`src/rtl/ddo_pkg.sv`:
```
// ----------------------------------------------------------------------------
// ddo_pkg: shared types, constants and helpers of the odometry block
// Payload layouts, fixed-point constants, arctangent table and saturation.
// ----------------------------------------------------------------------------
`default_nettype none

package ddo_pkg;

   // default parameter values
   localparam int POSE_WIDTH_DEF   = 32;
   localparam int CORDIC_STEPS_DEF = 16;

   // configuration register indexes
   localparam logic REG_WHEEL_RADIUS = 1'b0;
   localparam logic REG_WHEEL_BASE   = 1'b1;

   localparam logic [15:0] RADIUS_RESET = 16'd3277;
   localparam logic [15:0] BASE_RESET   = 16'd4915;

   // serial divider geometry
   localparam int DIV_W = 64;
   localparam int REM_W = 16;

   // pose accumulator width (covers the widest pose plus one guard bit)
   localparam int SUM_W = 49;

   // CORDIC datapath width, Q1.30 plus guard bits
   localparam int CORDIC_W = 34;
   localparam logic signed [CORDIC_W-1:0] CORDIC_GAIN = 34'sh0_26DD_3B6A;

   // angles in Q3.13
   localparam logic signed [17:0] PI_Q13      = 18'sd25736;
   localparam logic signed [17:0] TWO_PI_Q13  = 18'sd51472;
   localparam logic signed [15:0] HALF_PI_Q13 = 16'sd12868;
   localparam logic signed [15:0] PI_Q13_16   = 16'sd25736;

   // constant divisors
   localparam logic [REM_W-1:0] DIV_HEADING = 16'd8000;
   localparam logic [REM_W-1:0] DIV_MS      = 16'd1000;
   localparam logic [REM_W-1:0] DIV_TWO_PI  = 16'd51472;

   localparam logic [15:0] DT_MAX = 16'hFFFF;

   typedef struct packed {
      logic               cmd;
      logic signed [15:0] left_speed;
      logic signed [15:0] right_speed;
      logic [31:0]        time_ms;
   } req_type;

   typedef struct packed {
      logic signed [31:0] pos_x;
      logic signed [31:0] pos_y;
      logic signed [15:0] heading;
      logic signed [31:0] lin_vel;
      logic signed [31:0] ang_vel;
      logic [31:0]        out_time_ms;
   } rsp_type;

   // arctangent of 2^-i in Q1.30
   function automatic logic signed [CORDIC_W-1:0] atan_q30(input logic [4:0] idx);
      logic signed [CORDIC_W-1:0] a;
      unique case (idx)
         5'd0:    a = 34'sh0_3243_F6A8;
         5'd1:    a = 34'sh0_1DAC_6705;
         5'd2:    a = 34'sh0_0FAD_BAFC;
         5'd3:    a = 34'sh0_07F5_6EA6;
         5'd4:    a = 34'sh0_03FE_AB76;
         5'd5:    a = 34'sh0_01FF_D55B;
         5'd6:    a = 34'sh0_00FF_FAAA;
         5'd7:    a = 34'sh0_007F_FF55;
         5'd8:    a = 34'sh0_003F_FFEA;
         5'd9:    a = 34'sh0_001F_FFFD;
         5'd10:   a = 34'sh0_000F_FFFF;
         5'd11:   a = 34'sh0_0007_FFFF;
         5'd12:   a = 34'sh0_0003_FFFF;
         5'd13:   a = 34'sh0_0001_FFFF;
         5'd14:   a = 34'sh0_0000_FFFF;
         5'd15:   a = 34'sh0_0000_7FFF;
         5'd16:   a = 34'sh0_0000_3FFF;
         5'd17:   a = 34'sh0_0000_1FFF;
         5'd18:   a = 34'sh0_0000_0FFF;
         5'd19:   a = 34'sh0_0000_07FF;
         5'd20:   a = 34'sh0_0000_03FF;
         5'd21:   a = 34'sh0_0000_01FF;
         5'd22:   a = 34'sh0_0000_00FF;
         5'd23:   a = 34'sh0_0000_007F;
         default: a = '0;
      endcase
      return a;
   endfunction

   // fold a signed remainder of a division by 2*pi into (-pi, pi]
   function automatic logic signed [15:0] wrap_q13(input logic [REM_W-1:0] rem,
                                                   input logic neg);
      logic signed [17:0] m;
      m = neg ? -$signed({2'b00, rem}) : $signed({2'b00, rem});
      if (m > PI_Q13) begin
         m = m - TWO_PI_Q13;
      end else if (m <= -PI_Q13) begin
         m = m + TWO_PI_Q13;
      end
      return m[15:0];
   endfunction

   // clamp a wide signed value to the signed 32-bit range
   function automatic logic signed [31:0] sat32(input logic signed [SUM_W-1:0] v);
      logic signed [31:0] r;
      if (v[SUM_W-1:31] == '0 || v[SUM_W-1:31] == '1) begin
         r = v[31:0];
      end else begin
         r = v[SUM_W-1] ? 32'sh8000_0000 : 32'sh7FFF_FFFF;
      end
      return r;
   endfunction

endpackage

`default_nettype wire

```
`src/rtl/ddo_cordic.sv`:
```
// ----------------------------------------------------------------------------
// ddo_cordic: iterative rotation-mode CORDIC
// Cosine and sine in Q1.30 of a Q3.13 angle in (-pi, pi], one step a cycle.
// ----------------------------------------------------------------------------
`default_nettype none

module ddo_cordic #(
   parameter int CORDIC_STEPS = ddo_pkg::CORDIC_STEPS_DEF
) (
   input  wire logic                                clock,
   input  wire logic                                reset,
   input  wire logic                                start,
   input  wire logic signed [15:0]                  angle,
   output logic                                     busy,
   output logic signed [ddo_pkg::CORDIC_W-1:0]      cos_out,
   output logic signed [ddo_pkg::CORDIC_W-1:0]      sin_out
);
   localparam int W  = ddo_pkg::CORDIC_W;
   localparam int IW = $clog2(CORDIC_STEPS);

   logic signed [W-1:0] x_ff;
   logic signed [W-1:0] y_ff;
   logic signed [W-1:0] z_ff;
   logic [IW-1:0]       iter_ff;
   logic                neg_ff;
   logic                busy_ff;

   logic signed [15:0]  a_adj;
   logic                a_neg;
   logic signed [W-1:0] xs;
   logic signed [W-1:0] ys;
   logic signed [W-1:0] at;

   // turn angles beyond a right angle by pi
   always_comb begin
      a_adj = angle;
      a_neg = 1'b0;
      if (angle > ddo_pkg::HALF_PI_Q13) begin
         a_adj = angle - ddo_pkg::PI_Q13_16;
         a_neg = 1'b1;
      end else if (angle < -ddo_pkg::HALF_PI_Q13) begin
         a_adj = angle + ddo_pkg::PI_Q13_16;
         a_neg = 1'b1;
      end
      xs = x_ff >>> iter_ff;
      ys = y_ff >>> iter_ff;
      at = ddo_pkg::atan_q30(5'(iter_ff));
   end

   // one micro-rotation per cycle
   always_ff @(posedge clock) begin
      if (reset) begin
         busy_ff <= 1'b0;
         iter_ff <= '0;
      end else if (start) begin
         busy_ff <= 1'b1;
         iter_ff <= '0;
         x_ff    <= ddo_pkg::CORDIC_GAIN;
         y_ff    <= '0;
         z_ff    <= W'(a_adj) <<< 17;
         neg_ff  <= a_neg;
      end else if (busy_ff) begin
         if (!z_ff[W-1]) begin
            x_ff <= x_ff - ys;
            y_ff <= y_ff + xs;
            z_ff <= z_ff - at;
         end else begin
            x_ff <= x_ff + ys;
            y_ff <= y_ff - xs;
            z_ff <= z_ff + at;
         end
         iter_ff <= iter_ff + 1'b1;
         if (iter_ff == IW'(CORDIC_STEPS - 1)) begin
            busy_ff <= 1'b0;
         end
      end
   end

   assign busy    = busy_ff;
   assign cos_out = neg_ff ? -x_ff : x_ff;
   assign sin_out = neg_ff ? -y_ff : y_ff;

endmodule

`default_nettype wire

```
`config.mk`:
```
export PLATFORM = sky130hd
export DESIGN_NAME = ddo_cordic
export DESIGN_NICKNAME = d
export VERILOG_FILES = /design/src/rtl/ddo_pkg.sv /design/src/rtl/ddo_cordic.sv
export SDC_FILE = /design/constraint.sdc
export NUM_CORES = 1
export LEC_CHECK = 0
export BUFFER_PORTS_ARGS = -buffer_cell sky130_fd_sc_hd__buf_2
export CAP_MARGIN = 20
export CORE_ASPECT_RATIO = 0.75
export CORE_MARGIN = 2
export CORE_UTILIZATION = 50
export CTS_CLUSTER_DIAMETER = 100
export DETAILED_ROUTE_END_ITERATION = 8
export PLACE_DENSITY_LB_ADDON = 0.08
export SETUP_SLACK_MARGIN = 0.4
export SYNTH_ARGS = -nofsm -noshare
export SYNTH_HDL_FRONTEND = slang
export SYNTH_SLANG_ARGS = --single-unit
export TNS_END_PERCENT = 10
```
`constraint.sdc`:
```
create_clock -name clock -period 5.9 [get_ports clock]
set_input_delay 1.18 -clock clock [delete_from_list [all_inputs] [get_ports clock]]
set_output_delay 1.18 -clock clock [all_outputs]
set_load 0.01 [all_outputs]
```
# Yosys cells after proc, flatten, opt, wreduce, memory -nomap -nowiden
# Memories as Yosys holds them, arrays and structs flattened. A register that Yosys moved wholly into a read port is not among the register bits.
# Index checks and enable logic that the tools add are counted.
[totals] reg_bits=108 romBits=480 in_bits=19 output_inout_bits=69 elab_cells=46 memories=1
[classes] add_sub_neg=11 magnitude_cmp=2 n_eq_ne=1 shifts=2 muxes=17 bitwise=1 reduce_logical=4
[memory_table] name="(no name shown)" words=16 word_bits=30 read_ports=1 rd_ports_with_merged_regs=1 write_ports=0 line="ddo_pkg.sv:63" text="unique case (idx)"
[ops] op="$mux 34" count=9
[ops] op="$add 34x34->34" count=3
[ops] op="$sub 34x34->34" count=3
[ops] op="$neg 34->34" count=2
[ops] op="$sshr 34x4->34" count=2
[ops] op="$mux 16" count=2
[ops] op="$add 16x16->16 const B" count=1
[ops] op="$gt 16x15->1 const B" count=1
[ops] op="$lt 16x15->1 const B" count=1
[ops] op="$sub 16x16->16 const B" count=1
[ops] op="$mux 4" count=2
[ops] op="$add 4x1->4 const B" count=1
[ops] op="$eq 4x4->1 const B" count=1
[ops] op="$mux 1" count=4
[ops] op="$reduce_and 2->1" count=2
[ops] op="$reduce_bool 2->1" count=1
[ops] op="$reduce_or 2->1" count=1
[ops] op="$not 1->1" count=1

# Depth between registers and ports, before layout
[logic_depth] depth_word=4 depth_mapped=29

# Worst setup path after synthesis
# Ideal clock, no wire load.
[synth_timing] kind="input to register" startpoint="in start" endpoint="reg x_ff[0], enable pin" setup_time_ns=0.565 t_arrival_ns=5.759 required_ns=5.335 path_slack_ns=-0.424 path_stages=3 path_buffers=1 cell_sequence="clkbuf_1 nor2_1 nor2_1"
[synth_via] elab_chain_len=2
[synth_lines] item="start, declared" line="ddo_cordic.sv:12" text="input wire logic start,"
[synth_lines] item="$reduce_bool 2->1 (no line)"
[synth_lines] item="$reduce_and 2->1 (no line)"
[synth_lines] item="end signal, assigned" line="ddo_cordic.sv:58" text="x_ff <= ddo_pkg::CORDIC_GAIN;"
[synth_lines] item="end signal, assigned" line="ddo_cordic.sv:64" text="x_ff <= x_ff - ys;"
[synth_lines] item="end signal, assigned" line="ddo_cordic.sv:68" text="x_ff <= x_ff + ys;"
[synth_lines] item="end, declared" line="ddo_cordic.sv:21" text="logic signed [W-1:0] x_ff;"
# No other way between the ends.
# A chain may end at the register's enable or synchronous reset.

# Final worst setup path
[layout_timing] startpoint="reg y_ff[4]" endpoint="out sin_out[28] in the netlist's numbering"
[layout_via] elab_chain_len=2
[layout_lines] item="start, declared" line="ddo_cordic.sv:22" text="logic signed [W-1:0] y_ff;"
[layout_lines] item="start signal, assigned" line="ddo_cordic.sv:65" text="y_ff <= y_ff + xs;"
[layout_lines] item="start signal, assigned" line="ddo_cordic.sv:69" text="y_ff <= y_ff - xs;"
[layout_lines] item="$neg 34->34" line="ddo_cordic.sv:81" text="assign sin_out = neg_ff ? -y_ff : y_ff;"
[layout_lines] item="$mux 34" line="ddo_cordic.sv:81"
[layout_lines] item="end, declared" line="ddo_cordic.sv:16" text="output logic signed [ddo_pkg::CORDIC_W-1:0] sin_out"
# No other way between the ends.

==> reports/metrics.cfg <==
[sta]
period_share_pct = 93.8
whs_ns = 0.694
finalClockSkew_ns = 0.0157
tightest_slew_ns = 0.876
min_period_ns = 5.53
max_slew_margin_pct = 41.6
drv_slew = 0
setup_tns_ns = 0
fmax_mhz = 181
finalWorstSetupSlack_ns = 0.366
hold_viol_final = 0
setup_viol = 0
rsz0062_at_grt = yes

[clock_tree]
cts_buffers = 17
clk-insertion-delay-late_ns = 0.46
cts.path.max_buffers = 2
numClockSinks = 137
root_buffer = clkbuf_16
htreeDepth = 4
cts_tree = done
clkTransAtPathRegs_ns = 0.07

[global_route]
grt_use_met3_pct = 5.97
grt_max_degree = 84
antenna_found_initial = 0
grt_use_met1_pct = 40.6
top_usage_layer = met2
overflow = 0
gr-usage-met2_pct = 46.3
grt_pass1_vias = 15000
grt_pass1_wl_um = 83400
grt_use_total_pct = 29.5

[finish]
nets = 2286
areaGrowthSynthToFinish_pct = 12.5
fill_cells = 3138
diodes = 0
drive_gt1_share_pct = 18.3

[place]
place_hpwl_um = 40600
place_congestion = 0.959
portBuffers = 87
pre_cts_ws_ns = 0.159

[die]
core_sq_um = 33800
chipWidth_um = 219
initial_core_util_pct = 51.2
ioPinCount = 88
fp.dieH_um = 165
num_rows = 58
dieArea_sq_um = 36100

[critical_path]
slowest_delay_ns = 0.51
crit_type = register to output pin
rr_worst_depth = 16
crit_required_ns = 4.72
path_buf_inv = 2
crit_cells = 12
worstPathCellList = buf_6, or3_4, nor2_2, nand2_1, or3_4, or4_4, or4_4, or4_4, or3_4, o41ai_4, xnor2_1, buf_2
slowest_stage = or4_4
crit_fanout = 5
arrival_ns = 4.35
critPathLaunchType = register
endpoint_kind = output pin
crit_family = simple AND/OR/NAND/NOR gates

[yosys]
synth.distinct_cells = 88
synth_area_sq_um = 17300
seq_area_frac_synth_pct = 21.8
synth-edff-count = 103
synthCells = 2059
async_flop_share_pct = 0
postSynthAreaPerCell_sq_um = 8.41
yosys-top-cells-area = edfxtp_1 (18%), mux4_2 (8.5%), ha_1 (8.4%)
ys_seq_elements = 137
synth_flop_cell = edfxtp_1
synth_area_leader_cell = edfxtp_1
yosys_warnings = 0
synth_top_area_share_pct = 17.9
synth_fp_nets = 2197

[detailed_routing]
ant_nets = 0
wl_per_cell_um = 20.7
drtPass1Iterations = 5
vias = 16400
vias_per_cell = 6.27
drc = 0
wl_um = 53900
first_iter_violations = 1478

[power_and_ir_drop]
p_per_area_nw_per_um2 = 383
peakVddDrop_mv = 0.223
leakage_nw = 7.82

[hold_path]
worst_hold_path.num_cells = 2
hp-class = register to register

[run_status]
status = completed

[flow_run]
max_cap_viol_count = 0

stage by stage:
step                std cells  total power [W]  area, sq um  util (%)
finish                   2611          0.00746        19500      57.6
global route             2611          0.00798        19500      57.6
CTS                      2582          0.00729        19100      56.4
detailed placement       2547          0.00617        18500      54.6
global placement         2547          0.00612        18500      54.6
floorplan                2059          0.00492        17300         -
path summary, 6_finish.rpt:
path                    from           to  slack, ns
hold / removal       z_ff[0]      z_ff[0]       0.69
hold reg to reg      z_ff[0]      z_ff[0]       0.69
setup reg to reg  iter_ff[1]     y_ff[33]       0.48
setup / recovery     y_ff[4]  sin_out[28]       0.37
worst reg2reg max path: stages (launching register included):
cell      delay (ns)
dfxtp_4         0.42
buf_12          0.20
mux4_2          0.54
mux2i_1         0.20
or4b_1          0.54
a2111o_1        0.47
or3b_1          0.43
and4bb_2        0.43
a31oi_1         0.13
xor2_1          0.18
ha_1            0.34
a21o_1          0.21
a221o_1         0.37
a31oi_1         0.24
a21oi_2         0.11
o21a_1          0.19
o21a_1          0.17
routing by layer:
metal / routed length (um) / share of wire [%]
met1: 24200 / 45
met2: 24100 / 45
met3: 3970 / 7.4
met4: 1590 / 2.9
met5: 0 / 0
placed cells by master, fill, tap and decap left out, types with 9 or more instances in the layout:
cell type    n
a211oi_1    18
o21ai_0    122
nand3_1     31
and2_1      13
o21a_1      25
nand2_1    227
or3_1       19
a31oi_1     29
nor2b_1     19
a21o_1      50
or2_2       14
ha_1       112
o31ai_1     18
mux2_2      30
o211ai_1     9
xnor2_1    137
xor2_1     109
mux2i_1     63
nand2b_1    26
o22ai_1     13
edfxtp_1   103
o21bai_1    14
mux4_2      65
a21oi_1    159
buf_2       86
nor3_1      32
and3_1      13
nand4_1     15
buf_4       97
clkbuf_16   20
o41ai_1      9
nor2_1     184
inv_1       51
dfxtp_1     30
or4_1       13
cell usage after synthesis, types with 26 or more instances:
cell type	n
nand2_1	227
nor2_1	188
a21oi_1	163
xnor2_1	137
o21ai_0	126
ha_1	116
xor2_1	109
edfxtp_1	103
clkbuf_1	81
mux4_2	65
mux2i_1	64
inv_1	51
a21o_1	50
dfxtp_1	34
nor3_1	33
nand3_1	31
a31oi_1	30
mux2_2	30
nand2b_1	27
o21a_1	26
report_power, final:
group	internal (W)	switching (W)	leakage, nW
Combinational	0.00211	0.00263	6.27
Sequential	0.00132	0.000329	1.27
Clock	0.000591	0.000480	0.282
Total	0.00402	0.00344	7.82
what timing repair did:
item,in CTS,in global routing
endpoints found under the setup margin,16,32
hold endpoints to repair,0,0
gates resized for setup,8,43
buffers inserted,3,28
gates cloned,0,1
hold buffers,0,0
pin swaps,0,12
cell type report:
cell class | count | area (sq um) | share of cell area, %
Sequential cell | 137 | 3790 | 19.4
Timing Repair Buffer | 199 | 1430 | 7.35
Multi-Input combinational cell | 1738 | 12900 | 66.4
Clock inverter | 12 | 85.1 | 0.437
Tap cell | 450 | 563 | 2.89
Inverter | 55 | 206 | 1.06
Clock buffer | 20 | 479 | 2.46
cells by family (layout without fill, tap and decap cells):
family          count (synthesis)  count (layout)  synth area share, %
fa+ha+maj                     119             119                 8.73
compound gates                562             562                 20.8
xor+xnor                      247             247                 12.6
simple gates                  651             651                 17.7
buf+inv                       184             286                 4.35
flops                         137             137                 21.8
mux                           159             159                 14.1
state kept, by name, indices dropped and copies added, names as in the netlist:
name     cells
neg_ff       1
busy         1
iter_ff      4
z_ff        34
y_ff        34
at          29
x_ff        34
(Power assumes the default switching activity.)
