[src/rtl/ddo_pkg.sv]
// ----------------------------------------------------------------------------
// ddo_pkg: shared types, constants and helpers of the odometry block
// Payload layouts, fixed-point constants, arctangent table and saturation.
// ----------------------------------------------------------------------------
`default_nettype none

package ddo_pkg;

   // default parameter values
   localparam int POSE_WIDTH_DEF   = 32;
   localparam int CORDIC_STEPS_DEF = 16;

   // configuration register indexes
   localparam logic REG_WHEEL_RADIUS = 1'b0;
   localparam logic REG_WHEEL_BASE   = 1'b1;

   localparam logic [15:0] RADIUS_RESET = 16'd3277;
   localparam logic [15:0] BASE_RESET   = 16'd4915;

   // serial divider geometry
   localparam int DIV_W = 64;
   localparam int REM_W = 16;

   // pose accumulator width (covers the widest pose plus one guard bit)
   localparam int SUM_W = 49;

   // CORDIC datapath width, Q1.30 plus guard bits
   localparam int CORDIC_W = 34;
   localparam logic signed [CORDIC_W-1:0] CORDIC_GAIN = 34'sh0_26DD_3B6A;

   // angles in Q3.13
   localparam logic signed [17:0] PI_Q13      = 18'sd25736;
   localparam logic signed [17:0] TWO_PI_Q13  = 18'sd51472;
   localparam logic signed [15:0] HALF_PI_Q13 = 16'sd12868;
   localparam logic signed [15:0] PI_Q13_16   = 16'sd25736;

   // constant divisors
   localparam logic [REM_W-1:0] DIV_HEADING = 16'd8000;
   localparam logic [REM_W-1:0] DIV_MS      = 16'd1000;
   localparam logic [REM_W-1:0] DIV_TWO_PI  = 16'd51472;

   localparam logic [15:0] DT_MAX = 16'hFFFF;

   typedef struct packed {
      logic               cmd;
      logic signed [15:0] left_speed;
      logic signed [15:0] right_speed;
      logic [31:0]        time_ms;
   } req_type;

   typedef struct packed {
      logic signed [31:0] pos_x;
      logic signed [31:0] pos_y;
      logic signed [15:0] heading;
      logic signed [31:0] lin_vel;
      logic signed [31:0] ang_vel;
      logic [31:0]        out_time_ms;
   } rsp_type;

   // arctangent of 2^-i in Q1.30
   function automatic logic signed [CORDIC_W-1:0] atan_q30(input logic [4:0] idx);
      logic signed [CORDIC_W-1:0] a;
      unique case (idx)
         5'd0:    a = 34'sh0_3243_F6A8;
         5'd1:    a = 34'sh0_1DAC_6705;
         5'd2:    a = 34'sh0_0FAD_BAFC;
         5'd3:    a = 34'sh0_07F5_6EA6;
         5'd4:    a = 34'sh0_03FE_AB76;
         5'd5:    a = 34'sh0_01FF_D55B;
         5'd6:    a = 34'sh0_00FF_FAAA;
         5'd7:    a = 34'sh0_007F_FF55;
         5'd8:    a = 34'sh0_003F_FFEA;
         5'd9:    a = 34'sh0_001F_FFFD;
         5'd10:   a = 34'sh0_000F_FFFF;
         5'd11:   a = 34'sh0_0007_FFFF;
         5'd12:   a = 34'sh0_0003_FFFF;
         5'd13:   a = 34'sh0_0001_FFFF;
         5'd14:   a = 34'sh0_0000_FFFF;
         5'd15:   a = 34'sh0_0000_7FFF;
         5'd16:   a = 34'sh0_0000_3FFF;
         5'd17:   a = 34'sh0_0000_1FFF;
         5'd18:   a = 34'sh0_0000_0FFF;
         5'd19:   a = 34'sh0_0000_07FF;
         5'd20:   a = 34'sh0_0000_03FF;
         5'd21:   a = 34'sh0_0000_01FF;
         5'd22:   a = 34'sh0_0000_00FF;
         5'd23:   a = 34'sh0_0000_007F;
         default: a = '0;
      endcase
      return a;
   endfunction

   // fold a signed remainder of a division by 2*pi into (-pi, pi]
   function automatic logic signed [15:0] wrap_q13(input logic [REM_W-1:0] rem,
                                                   input logic neg);
      logic signed [17:0] m;
      m = neg ? -$signed({2'b00, rem}) : $signed({2'b00, rem});
      if (m > PI_Q13) begin
         m = m - TWO_PI_Q13;
      end else if (m <= -PI_Q13) begin
         m = m + TWO_PI_Q13;
      end
      return m[15:0];
   endfunction

   // clamp a wide signed value to the signed 32-bit range
   function automatic logic signed [31:0] sat32(input logic signed [SUM_W-1:0] v);
      logic signed [31:0] r;
      if (v[SUM_W-1:31] == '0 || v[SUM_W-1:31] == '1) begin
         r = v[31:0];
      end else begin
         r = v[SUM_W-1] ? 32'sh8000_0000 : 32'sh7FFF_FFFF;
      end
      return r;
   endfunction

endpackage

`default_nettype wire

[src/rtl/ddo_sdiv.sv]
// ----------------------------------------------------------------------------
// ddo_sdiv: bit-serial restoring divider
// Unsigned dividend by a 16-bit divisor, one quotient bit per cycle.
// ----------------------------------------------------------------------------
`default_nettype none

module ddo_sdiv (
   input  wire logic                       clock,
   input  wire logic                       reset,
   input  wire logic                       start,
   input  wire logic [ddo_pkg::DIV_W-1:0]  dividend,
   input  wire logic [ddo_pkg::REM_W-1:0]  divisor,
   output logic                            busy,
   output logic [ddo_pkg::DIV_W-1:0]       quotient,
   output logic [ddo_pkg::REM_W-1:0]       remainder
);
   localparam int DW = ddo_pkg::DIV_W;
   localparam int RW = ddo_pkg::REM_W;
   localparam int CW = $clog2(DW);

   logic [DW-1:0] quo_ff;
   logic [RW-1:0] rem_ff;
   logic [RW-1:0] dvs_ff;
   logic [CW-1:0] cnt_ff;
   logic          busy_ff;

   logic [RW:0]   trial;
   logic [RW:0]   diff;
   logic          fits;

   // trial subtract of the next dividend bit
   always_comb begin
      trial = {rem_ff, quo_ff[DW-1]};
      diff  = trial - {1'b0, dvs_ff};
      fits  = trial >= {1'b0, dvs_ff};
   end

   // shift one quotient bit in per cycle
   always_ff @(posedge clock) begin
      if (reset) begin
         busy_ff <= 1'b0;
         cnt_ff  <= '0;
      end else if (start) begin
         busy_ff <= 1'b1;
         cnt_ff  <= '0;
         quo_ff  <= dividend;
         rem_ff  <= '0;
         dvs_ff  <= divisor;
      end else if (busy_ff) begin
         quo_ff <= {quo_ff[DW-2:0], fits};
         rem_ff <= fits ? diff[RW-1:0] : trial[RW-1:0];
         cnt_ff <= cnt_ff + 1'b1;
         if (cnt_ff == CW'(DW - 1)) begin
            busy_ff <= 1'b0;
         end
      end
   end

   assign busy      = busy_ff;
   assign quotient  = quo_ff;
   assign remainder = rem_ff;

   // a finished division leaves a remainder below the divisor
   assert property (@(posedge clock) disable iff (reset)
      (!busy_ff && $past(busy_ff) && !$past(start)) |-> (rem_ff < dvs_ff))
      else $error("divider remainder not below divisor");

endmodule

`default_nettype wire

[config.mk]
export PLATFORM = sky130hd
export DESIGN_NAME = ddo_sdiv
export DESIGN_NICKNAME = d
export VERILOG_FILES = /design/src/rtl/ddo_pkg.sv /design/src/rtl/ddo_sdiv.sv
export SDC_FILE = /design/constraint.sdc
export NUM_CORES = 1
export LEC_CHECK = 0
export ABC_AREA = 1
export BUFFER_PORTS_ARGS = -buffer_cell sky130_fd_sc_hd__clkbuf_2
export CAP_MARGIN = 15
export CORE_ASPECT_RATIO = 1.25
export CORE_MARGIN = 5
export CORE_UTILIZATION = 54
export CTS_BUF_LIST = sky130_fd_sc_hd__clkbuf_8
export CTS_CLUSTER_DIAMETER = 100
export DETAILED_ROUTE_END_ITERATION = 10
export PLACE_DENSITY = 0.83
export RECOVER_POWER = 50
export SLEW_MARGIN = 20
export SYNTH_ARGS = -nofsm -noshare
export SYNTH_HDL_FRONTEND = slang
export SYNTH_SLANG_ARGS = --single-unit
export TNS_END_PERCENT = 20
[constraint.sdc]
create_clock -name clock -period 8.4 [get_ports clock]
set_input_delay 0 -clock clock [delete_from_list [all_inputs] [get_ports clock]]
set_output_delay 0 -clock clock [all_outputs]
set_load 0.005 [all_outputs]
-- After elaboration in Yosys (flattened, before gate mapping)
Index checks and enable logic that the tools add are counted.
- add/sub/neg operators: 2
- $mul: 0
- div/mod/pow operators: 0
- magnitude comparators: 1
- equality and inequality tests: 1
- shifts and indexed selects: 0
- muxes and demuxes: 7
- bitwise gates (word level): 1
- reduce and logical (&&, ||, !) cells: 4
- operators by type and width (kind ; number):
    $mux 64 ; 2
    $mux 16 ; 2
    $ge 17x16->1 ; 1
    $sub 16x16->16 ; 1
    $add 6x1->6 const B ; 1
    $eq 6x6->1 const B ; 1
    $reduce_and 2->1 ; 2
    $mux 1 ; 3
    $reduce_bool 2->1 ; 1
    $reduce_or 2->1 ; 1
    $not 1->1 ; 1
- register bits after elaboration: 103
- bits in latches: 0
- RAM bits: 0
- bits in read-only memories: 0
- logic and storage cells: 21
- memories kept: 0

-- Logic depth before layout (Yosys ltp)
Gate-level depths: netlist of run 1.
- depth in word-level cells: 4
- mapped depth: 15
- gate-level depth less buffers: 14

-- Least setup slack after synthesis of run 1
Ideal clock, no wire load.
- path type: input port to flip-flop
- start: input start
- end: register quo_ff[0] (netlist: quotient[0]) (enable)
- arrival time: 5.853 ns
- required time: 7.771 ns
- path slack: 1.918 ns
- stages on the path: 3
- cells stage by stage: inv_1 -> clkbuf_1 -> o21ai_0
- cells in the longest elaborated chain, start to end: 2
- RTL lines (what ; line ; RTL):
    from (decl) ; ddo_sdiv.sv:10 ; input wire logic start,
    $reduce_bool 2->1 (no source line) ; n/a ;
    $reduce_and 2->1 (no source line) ; n/a ;
    to (signal assigned) ; ddo_sdiv.sv:46 ; quo_ff <= dividend;
    to (signal assigned) ; ddo_sdiv.sv:50 ; quo_ff <= {quo_ff[DW-2:0], fits};
    to (decl) ; ddo_sdiv.sv:21 ; logic [DW-1:0] quo_ff;
No other way between the ends.
A chain may end at the register's enable or synchronous reset.

-- Final worst setup path of run 1
- start: input start
- end: register quo_ff[41] (netlist: quotient[41]) (enable)
Same word-level chain as after synthesis.

==> metrics.csv, run 1 <==
metric,value,unit
hold path cells,2,
die width,100,um
Fin. Hold Viols,0,
CP Data Arrival Time,4.47,ns
pin count of the biggest net entering global routing,84,
worst slew pin tran,3.53,ns
Synth area leader,edfxtp_1,
setup TNS,0,ns
GRT Util Overall,28.7,%
power density cells,195,mW/mm^2
"flops & latches, synth",103,
WHS Endpoint,dvs_ff[13],
leakage power,3.61,nW
DRT iter0 DRCs,462,
initial antenna violation count,0,
Hold WS,0.346,ns
clk buf depth,2,
Final #Nets,990,
PortBufs,163,
number of distinct library cells after synthesis,30,
ranking of synthesized cells by area,"edfxtp_1 (53%), nand2_1 (21%), inv_1 (4.9%), ha_1 (3.9%), nor2_1 (3.1%)",
Post-DRT Antenna Nets,0,
CP Data Required Time,8.45,ns
R2R cell count,13,
Clk Tree Root Cell,clkbuf_8,
syn_nets,749,
dpl hpwl,10.4,mm
layout cells sized above 1,16.2,%
Final Skew,0.0217,ns
failing checks,"capacitance limit, slew limit",
# diodes,0,
GP Congestion,0.913,
area delta synth->final,35.1,%
Setup Crit Path Kind,input pin to flop,
crit path max fanout,83,
"commonest cells after routing, fill and taps aside","nand2_1 (306), clkbuf_2 (99), edfxtp_1 (96)",
first-pass GRT wire length,27.3,mm
Hold WC Path Type,input pin to flop,
synthesized area,0.00548,mm^2
RSZ-0062 raised after global routing,no,
I/O pin count,164,
num rows,41,
final worst setup slack,3.98,ns
critical path endpoint category,flop,
CTS Buf Count,9,
via count of the first global-routing pass,5581,
top cell type's share of synthesized area,52.7,%
CTS tree,yes,
Syn. warnings,0,
MaxCap Viol Count,1,
fmax,0.226,GHz
Avg WL per Cell,17.0,um
Final Cycle Share,52.6,%
Peak VDD IR,0.123,mV
outcome,finished with violations,
Worst slew margin,-136,%
Die H,123,um
Avg Inst Size Synth,8.45,um^2
Worst setup SP type,input pin,
# H-tree levels,3,
Starting Density,54.7,%
# DRC,0,
Placement Setup Slack,5.41,ns
# clock sinks,103,
DIE AREA,0.0123,mm^2
Worst R2R Start,remainder[11],
"Slew Viols, Final",84,
"setup slack, reg-to-reg",6.06,ns
vias per cell,5.36,
fill cell count,675,
Core Footprint,0.0100,mm^2
Worst R2R End,remainder[13],
Setup Viol. Count Final,0,
sequential area share after synthesis,55.2,%
Pre-antenna DRT Iters,5,
total routed wirelength,17.4,mm
clk slew on worst S/H paths,0.10,ns
"Clk Latency, worst-skew pair",0.37,ns
Post-Route Utilization,74.0,%
"most common cell after layout, fill and taps aside",nand2_1,
hold path startpoint,divisor[13],
GRT overflow,0,
post-route minimum period,4.42,ns
Cells after Synth,648,
Vias,5485,
-- cell usage after synthesis --
cell type  number
nand2_1       306
edfxtp_1       96
inv_1          71
nor2_1         45
nand3_1        20
ha_1           17
clkbuf_1       11
a21oi_1         9
nand2_2         8
dfxtp_1         7
nor2_2          7
nand3b_1        6
o21ai_0         6
xor2_1          6
nand4_1         5
buf_1           4
inv_2           4
and2_1          3
nand3_2         3
nor3_1          3
nand2_4         2
a21oi_2         1
buf_2           1
buf_6           1
buf_8           1
fa_1            1
nor2_4          1
nor3_4          1
o22ai_1         1
or2_1           1
-- how the worst max path moves through the flow --
stage               start           end  slack [ns]
global placement    start  quotient[41]        5.48
floorplan           start   quotient[0]        1.92
detailed placement  start  quotient[42]        5.41
finish              start  quotient[41]        3.98
global route        start  quotient[19]        3.66
CTS                 start  quotient[22]        5.78
-- timing repair --
| item | 4_1_cts | 5_1_grt |
|---|---|---|
| setup buffers | 0 | 0 |
| endpoints found under the hold margin | 81 | 0 |
| resized for setup | 0 | 0 |
| hold buffers | 81 | 0 |
-- stage by stage --
step	power [W]	std cells	cell area [um^2]
after floorplan	0.000884	648	5480
after global placement	0.000988	926	6410
after detailed placement	0.000995	926	6410
after CTS	0.00143	1023	7480
after global routing	0.00150	1023	7400
final	0.00144	1023	7400
-- area by class of cell --
type,instances,area [um^2],area share [%]
Timing Repair Buffer,248,1570,21.3
Sequential cell,103,3020,40.9
Clock buffer,9,124,1.67
Tap cell,129,161,2.18
Inverter,75,282,3.81
Clock inverter,7,141,1.91
Multi-Input combinational cell,452,2090,28.3
-- state kept, by name, indices dropped and copies added, names as in the netlist --
name       cells
busy           1
cnt_ff         6
dvs_ff        16
quotient      64
remainder     16
-- logic make-up after synthesis --
family / share of synthesized area [%]
and+or+nand+nor: 31.2
DFF: 55.2
buffers and inverters: 6.74
adders and majority gates: 4.25
AOI/OAI and AO/OA: 1.65
xor gates and xnor gates: 0.960
-- power breakdown --
| part | total [W] | switching [W] | internal (W) |
|---|---|---|---|
| Sequential | 0.000660 | 0.0000364 | 0.000624 |
| Combinational | 0.000367 | 0.000223 | 0.000144 |
| Clock | 0.000412 | 0.000183 | 0.000229 |
| Total | 0.00144 | 0.000442 | 0.000998 |
-- layer usage --
layer	vias up	track usage (%)	part of all wire, %
met2	350	50.6	51
met1	2530	32.2	35
li1	2529	-	-
met5	-	0	0
met3	76	6.99	9.4
met4	0	14.3	4.6
-- critical path, stage by stage --
cell and delay, ns:
clkbuf_2 0.08, buf_4 0.30, inv_1 0.11, clkbuf_1 2.49
o21ai_4 0.81, buf_4 0.60
Note: power is estimated with default switching activity, not from simulation.
==> run 2: changes to the inputs <==
Settings changed: ABC_AREA 1 to 0, CORE_UTILIZATION 54 to 48, PLACE_DENSITY 0.83 to 0.79.
Clock period 8.4 ns to 3.5 ns, I/O delays scaled along.
==> metrics.csv, run 2 <==
metric,value,unit
Post-Route Utilization,66.4,%
Cells after Synth,367,
Setup Crit Path Kind,flop to flop,
ys flop type,edfxtp_1,
Hold WC Path Type,input pin to flop,
# Post-CTS Setup Buffers,0,
via count of the first global-routing pass,4225,
"flops & latches, synth",103,
vias per cell,5.34,
PortBufs,163,
Sw Ratio,27.0,%
Clk Tree Root Cell,clkbuf_8,
setup TNS,0,ns
Placement Setup Slack,0.897,ns
clk buf depth,2,
failing checks,"capacitance limit, slew limit",
# diodes,0,
fmax,0.382,GHz
ranking of synthesized cells by area,"edfxtp_1 (57%), mux2_2 (14%), ha_1 (4.2%), dfxtp_1 (2.8%), nor2_1 (1.9%)",
Peak VDD IR,0.250,mV
"most common cell after layout, fill and taps aside",clkbuf_2,
syn_nets,468,
Worst slew margin,-20.7,%
GP Congestion,0.844,
top post-synthesis cells by count,"edfxtp_1 (96), mux2_2 (64), nor2_1 (26)",
final worst setup slack,0.885,ns
Clock power frac,28.2,%
Pre-antenna DRT Iters,4,
Core Footprint,0.0105,mm^2
post-route minimum period,2.62,ns
CP Data Arrival Time,2.75,ns
Avg WL per Cell,18.3,um
cts hold-fix bufs,80,
Final #Nets,710,
power density cells,433,mW/mm^2
first-pass GRT wire length,21.3,mm
MaxCap Viol Count,1,
# clock sinks,103,
pin count of the biggest net entering global routing,50,
dpl hpwl,8.75,mm
crit path max fanout,22,
top cell type's share of synthesized area,56.9,%
Comb power frac,21.5,%
clk slew on worst S/H paths,0.11,ns
Syn. warnings,0,
Avg Inst Size Synth,13.8,um^2
fill cell count,759,
Fin. Hold Viols,0,
number of distinct library cells after synthesis,46,
leakage power,2.81,nW
RSZ-0062 raised after global routing,no,
num rows,42,
Setup Viol. Count Final,0,
synthesized area,0.00506,mm^2
Internal,0.00220,W
"count leader, synth",edfxtp_1,
initial antenna violation count,0,
# H-tree levels,3,
"Slew Viols, Final",36,
Flop pwr share,50.3,%
DRT iter0 DRCs,180,
NetSw,0.000813,W
I/O pin count,164,
post-CTS sizing,0,
CTS tree,yes,
Post-DRT Antenna Nets,0,
outcome,finished with violations,
number of synthesized flops with an enable pin,96,
max FFs per register,64,
critical path endpoint category,flop,
finished layout cell area,0.00695,mm^2
GRT overflow,0,
area delta synth->final,37.2,%
sequential area share after synthesis,59.7,%
Vias,3986,
"FFs w/ async S/R, synth",0,%
total routed wirelength,13.7,mm
GRT Util Overall,21.6,%
Synth area leader,edfxtp_1,
Final Cycle Share,74.7,%
# DRC,0,
layout cells sized above 1,31.6,%
CTS Buf Count,9,
"commonest cells after routing, fill and taps aside","clkbuf_2 (102), edfxtp_1 (96), dlygate4sd3_1 (80)",
CP Data Required Time,3.63,ns
DIE AREA,0.0127,mm^2
Worst setup SP type,flop,
"Clk Latency, worst-skew pair",0.37,ns
die width,102,um
Starting Density,48.4,%
worst slew pin tran,1.81,ns
Die H,125,um
Hold WS,0.0355,ns
Final Skew,0.0148,ns
placed cell area,0.00600,mm^2
## run 2: cell types whose count changed after synthesis, moves of 6 or more
cell | before | now
nand2_1 | 306 | 18
nand2_2 | 8 | 0
nand3b_1 | 6 | 0
nand3_1 | 20 | 5
nor2_1 | 45 | 26
nor2_2 | 7 | 0
mux2_2 | 0 | 64
xnor2_1 | 0 | 10
inv_1 | 71 | 20
mux2i_1 | 0 | 9
## run 2: path summary, 6_finish.rpt
check / startpoint / end / slack (ns) / cells after the start
worst min register to register: cnt_ff[5] / cnt_ff[5] / 0.51 / 2
worst max register to register: remainder[1] / quotient[0] / 0.88 / 7
worst min-delay path: reset / cnt_ff[3] / 0.04 / 3
worst max-delay path: remainder[1] / quotient[0] / 0.88 / 7
## run 2: power by group through the flow
stage | registers [W] | clock network (W) | logic (W)
finish | 0.00151 | 0.000850 | 0.000646
global route | 0.00152 | 0.000906 | 0.000709
CTS | 0.00151 | 0.000865 | 0.000649
detailed placement | 0.00154 | 0 | 0.000576
global placement | 0.00154 | 0 | 0.000559
floorplan | 0.00153 | 0 | 0.000386
## run 2: per-layer routing
metal,global-route usage [%],vias to the layer above,routed length (um)
met5,0,-,0
met4,6.72,0,292
met3,7.28,25,1230
met2,37.4,189,6980
li1,-,1856,-
met1,24.7,1916,5160
## run 2: cell type report
type	instances	area, um^2	area share (%)
Tap cell	132	165	2.38
Timing Repair Buffer	247	1570	22.5
Sequential cell	103	3020	43.5
Clock inverter	7	104	1.49
Multi-Input combinational cell	228	1890	27.2
Inverter	20	75.1	1.08
Clock buffer	9	124	1.78
## run 2: through the flow
stage | cells | power, W
after CTS | 746 | 0.00303
after floorplan | 367 | 0.00192
final | 746 | 0.00301
after global placement | 650 | 0.00209
after global routing | 746 | 0.00314
after detailed placement | 650 | 0.00211
## run 2: worst max-delay path: stages, from the launching register on
cell      delay [ns]
edfxtp_1        0.44
ha_1            0.39
o211ai_2        0.18
a21oi_2         0.07
o41ai_2         0.38
o311ai_1        0.19
a21o_2          0.40
mux2_2          0.33
## run 2: cells by family (layout without fill, tap and decap cells)
family | count (synthesis) | count (layout) | share of synthesized area, %
DFF | 103 | 103 | 59.7
muxes | 73 | 73 | 16.0
and+or+nand+nor | 65 | 65 | 5.81
AOI/OAI and AO/OA | 57 | 57 | 8.18
buffers and inverters | 36 | 283 | 3.11
adders and majority gates | 18 | 18 | 4.60
xor gates and xnor gates | 15 | 15 | 2.59
==> run 3: changes to the inputs <==
Settings changed: ABC_AREA 0 to 1, PLACE_DENSITY 0.79 to 0.78.
Clock period 3.5 ns to 2.15 ns, I/O delays scaled along.
==> metrics.csv, run 3 (synthesis gave the netlist of run 1 again) <==
metric,value,unit
num rows,43,
Final Skew,0.0122,ns
CTS Buf Count,9,
area delta synth->final,38.7,%
critical path endpoint category,flop,
outcome,"complete, no violations",
Clk Tree Root Cell,clkbuf_8,
MaxCap Viol Count,0,
power density cells,698,mW/mm^2
DRT iter0 DRCs,297,
"Slew Viols, Final",0,
Hold WS,0.184,ns
Setup Crit Path Kind,flop to flop,
Fin. Hold Viols,0,
Vias,5234,
Hold WC Path Type,input pin to flop,
Avg WL per Cell,15.8,um
post-route minimum period,2.02,ns
CTS tree,yes,
total routed wirelength,16.5,mm
die width,106,um
# clock sinks,103,
Worst setup SP type,flop,
layout cells sized above 1,20.8,%
clk buf depth,2,
CP Data Required Time,2.29,ns
setup TNS,0,ns
Starting Density,49.2,%
vias per cell,5.02,
Worst slew margin,28.1,%
Die H,129,um
GRT Util Overall,24.0,%
PortBufs,163,
"commonest cells after routing, fill and taps aside","nand2_1 (304), clkbuf_2 (112), edfxtp_1 (96)",
worst slew pin tran,1.08,ns
I/O pin count,164,
pin count of the biggest net entering global routing,66,
# diodes,0,
dpl hpwl,10.5,mm
Final Cycle Share,94.1,%
"most common cell after layout, fill and taps aside",nand2_1,
first-pass GRT wire length,26.0,mm
GP Congestion,0.880,
DIE AREA,0.0137,mm^2
Post-DRT Antenna Nets,0,
max FFs per register,64,
Pre-antenna DRT Iters,5,
fmax,0.494,GHz
Core Footprint,0.0111,mm^2
leakage power,3.67,nW
"Clk Latency, worst-skew pair",0.38,ns
Setup Viol. Count Final,0,
Final #Nets,1004,
GRT overflow,0,
via count of the first global-routing pass,5400,
# DRC,0,
crit path max fanout,8,
initial antenna violation count,0,
Peak VDD IR,0.397,mV
clk slew on worst S/H paths,0.10,ns
CP Data Arrival Time,2.16,ns
# H-tree levels,3,
## run 3: cell types whose count changed in the layout (fill, tap and decap cells not counted), moves of 13 or more
cell | previous run | this run
mux2_2 | 61 | 0
nand3_1 | 5 | 18
inv_1 | 20 | 70
buf_4 | 3 | 16
nand2_1 | 18 | 304
nor2_1 | 25 | 44
## run 3: per-stage QoR
step	setup WS (ns)	instance area (um^2)	instances	power (W)	utilization, %
2_1_floorplan	0.148	5490	648	0.00343	-
3_3_place_gp	0.0178	6520	944	0.00392	58.5
3_5_place_dp	-0.0317	6520	944	0.00394	58.5
4_1_cts	0.0265	7510	1041	0.00522	67.5
5_1_grt	-0.0111	7590	1043	0.00559	68.2
6_report	0.126	7590	1043	0.00530	68.2
## run 3: repair_timing
action	4_1_cts	5_1_grt
endpoints found under the hold margin	81	0
setup endpoints to repair	7	16
resized for setup	1	19
cloned	0	0
setup buffers	0	2
hold buffers	81	0
pin swaps	0	3
## run 3: worst paths after layout
kind	from	to	slack, ns	cells after the start
worst min-delay path	start	busy	0.18	3
worst min register to register	cnt_ff[4]	cnt_ff[4]	0.47	1
worst max-delay path	remainder[2]	remainder[5]	0.13	12
worst max register to register	remainder[2]	remainder[5]	0.13	12
## run 3: cell type report
class | instances | area, um^2
Clock buffer | 9 | 124
Fill cell | 879 | 3540
Timing Repair Buffer | 262 | 1710
Multi-Input combinational cell | 452 | 2230
Clock inverter | 7 | 55.1
Inverter | 75 | 282
Sequential cell | 103 | 3020
Tap cell | 135 | 169
## run 3: power by group
part           total [W]  switching (W)  internal (W)
clock            0.00118       0.000742      0.000434
sequential       0.00256       0.000124       0.00243
combinational    0.00157       0.000894      0.000673
total            0.00530        0.00176       0.00354
## run 3: routing by layer
layer	GRT usage (%)	share of wire, %
met5	0	0
met4	11.0	3.6
met3	5.73	7.8
met2	43.2	52
met1	27.1	37
## run 3: critical path, stage by stage, from the launching register on
cell	delay (ns)
edfxtp_1	0.42
ha_1	0.41
nand2_2	0.12
inv_1	0.04
nand2_1	0.07
nand2_1	0.05
nand2_1	0.09
nand3_2	0.10
nand2_4	0.10
buf_4	0.18
nand3b_1	0.10
nand2_1	0.07
nor2_1	0.04
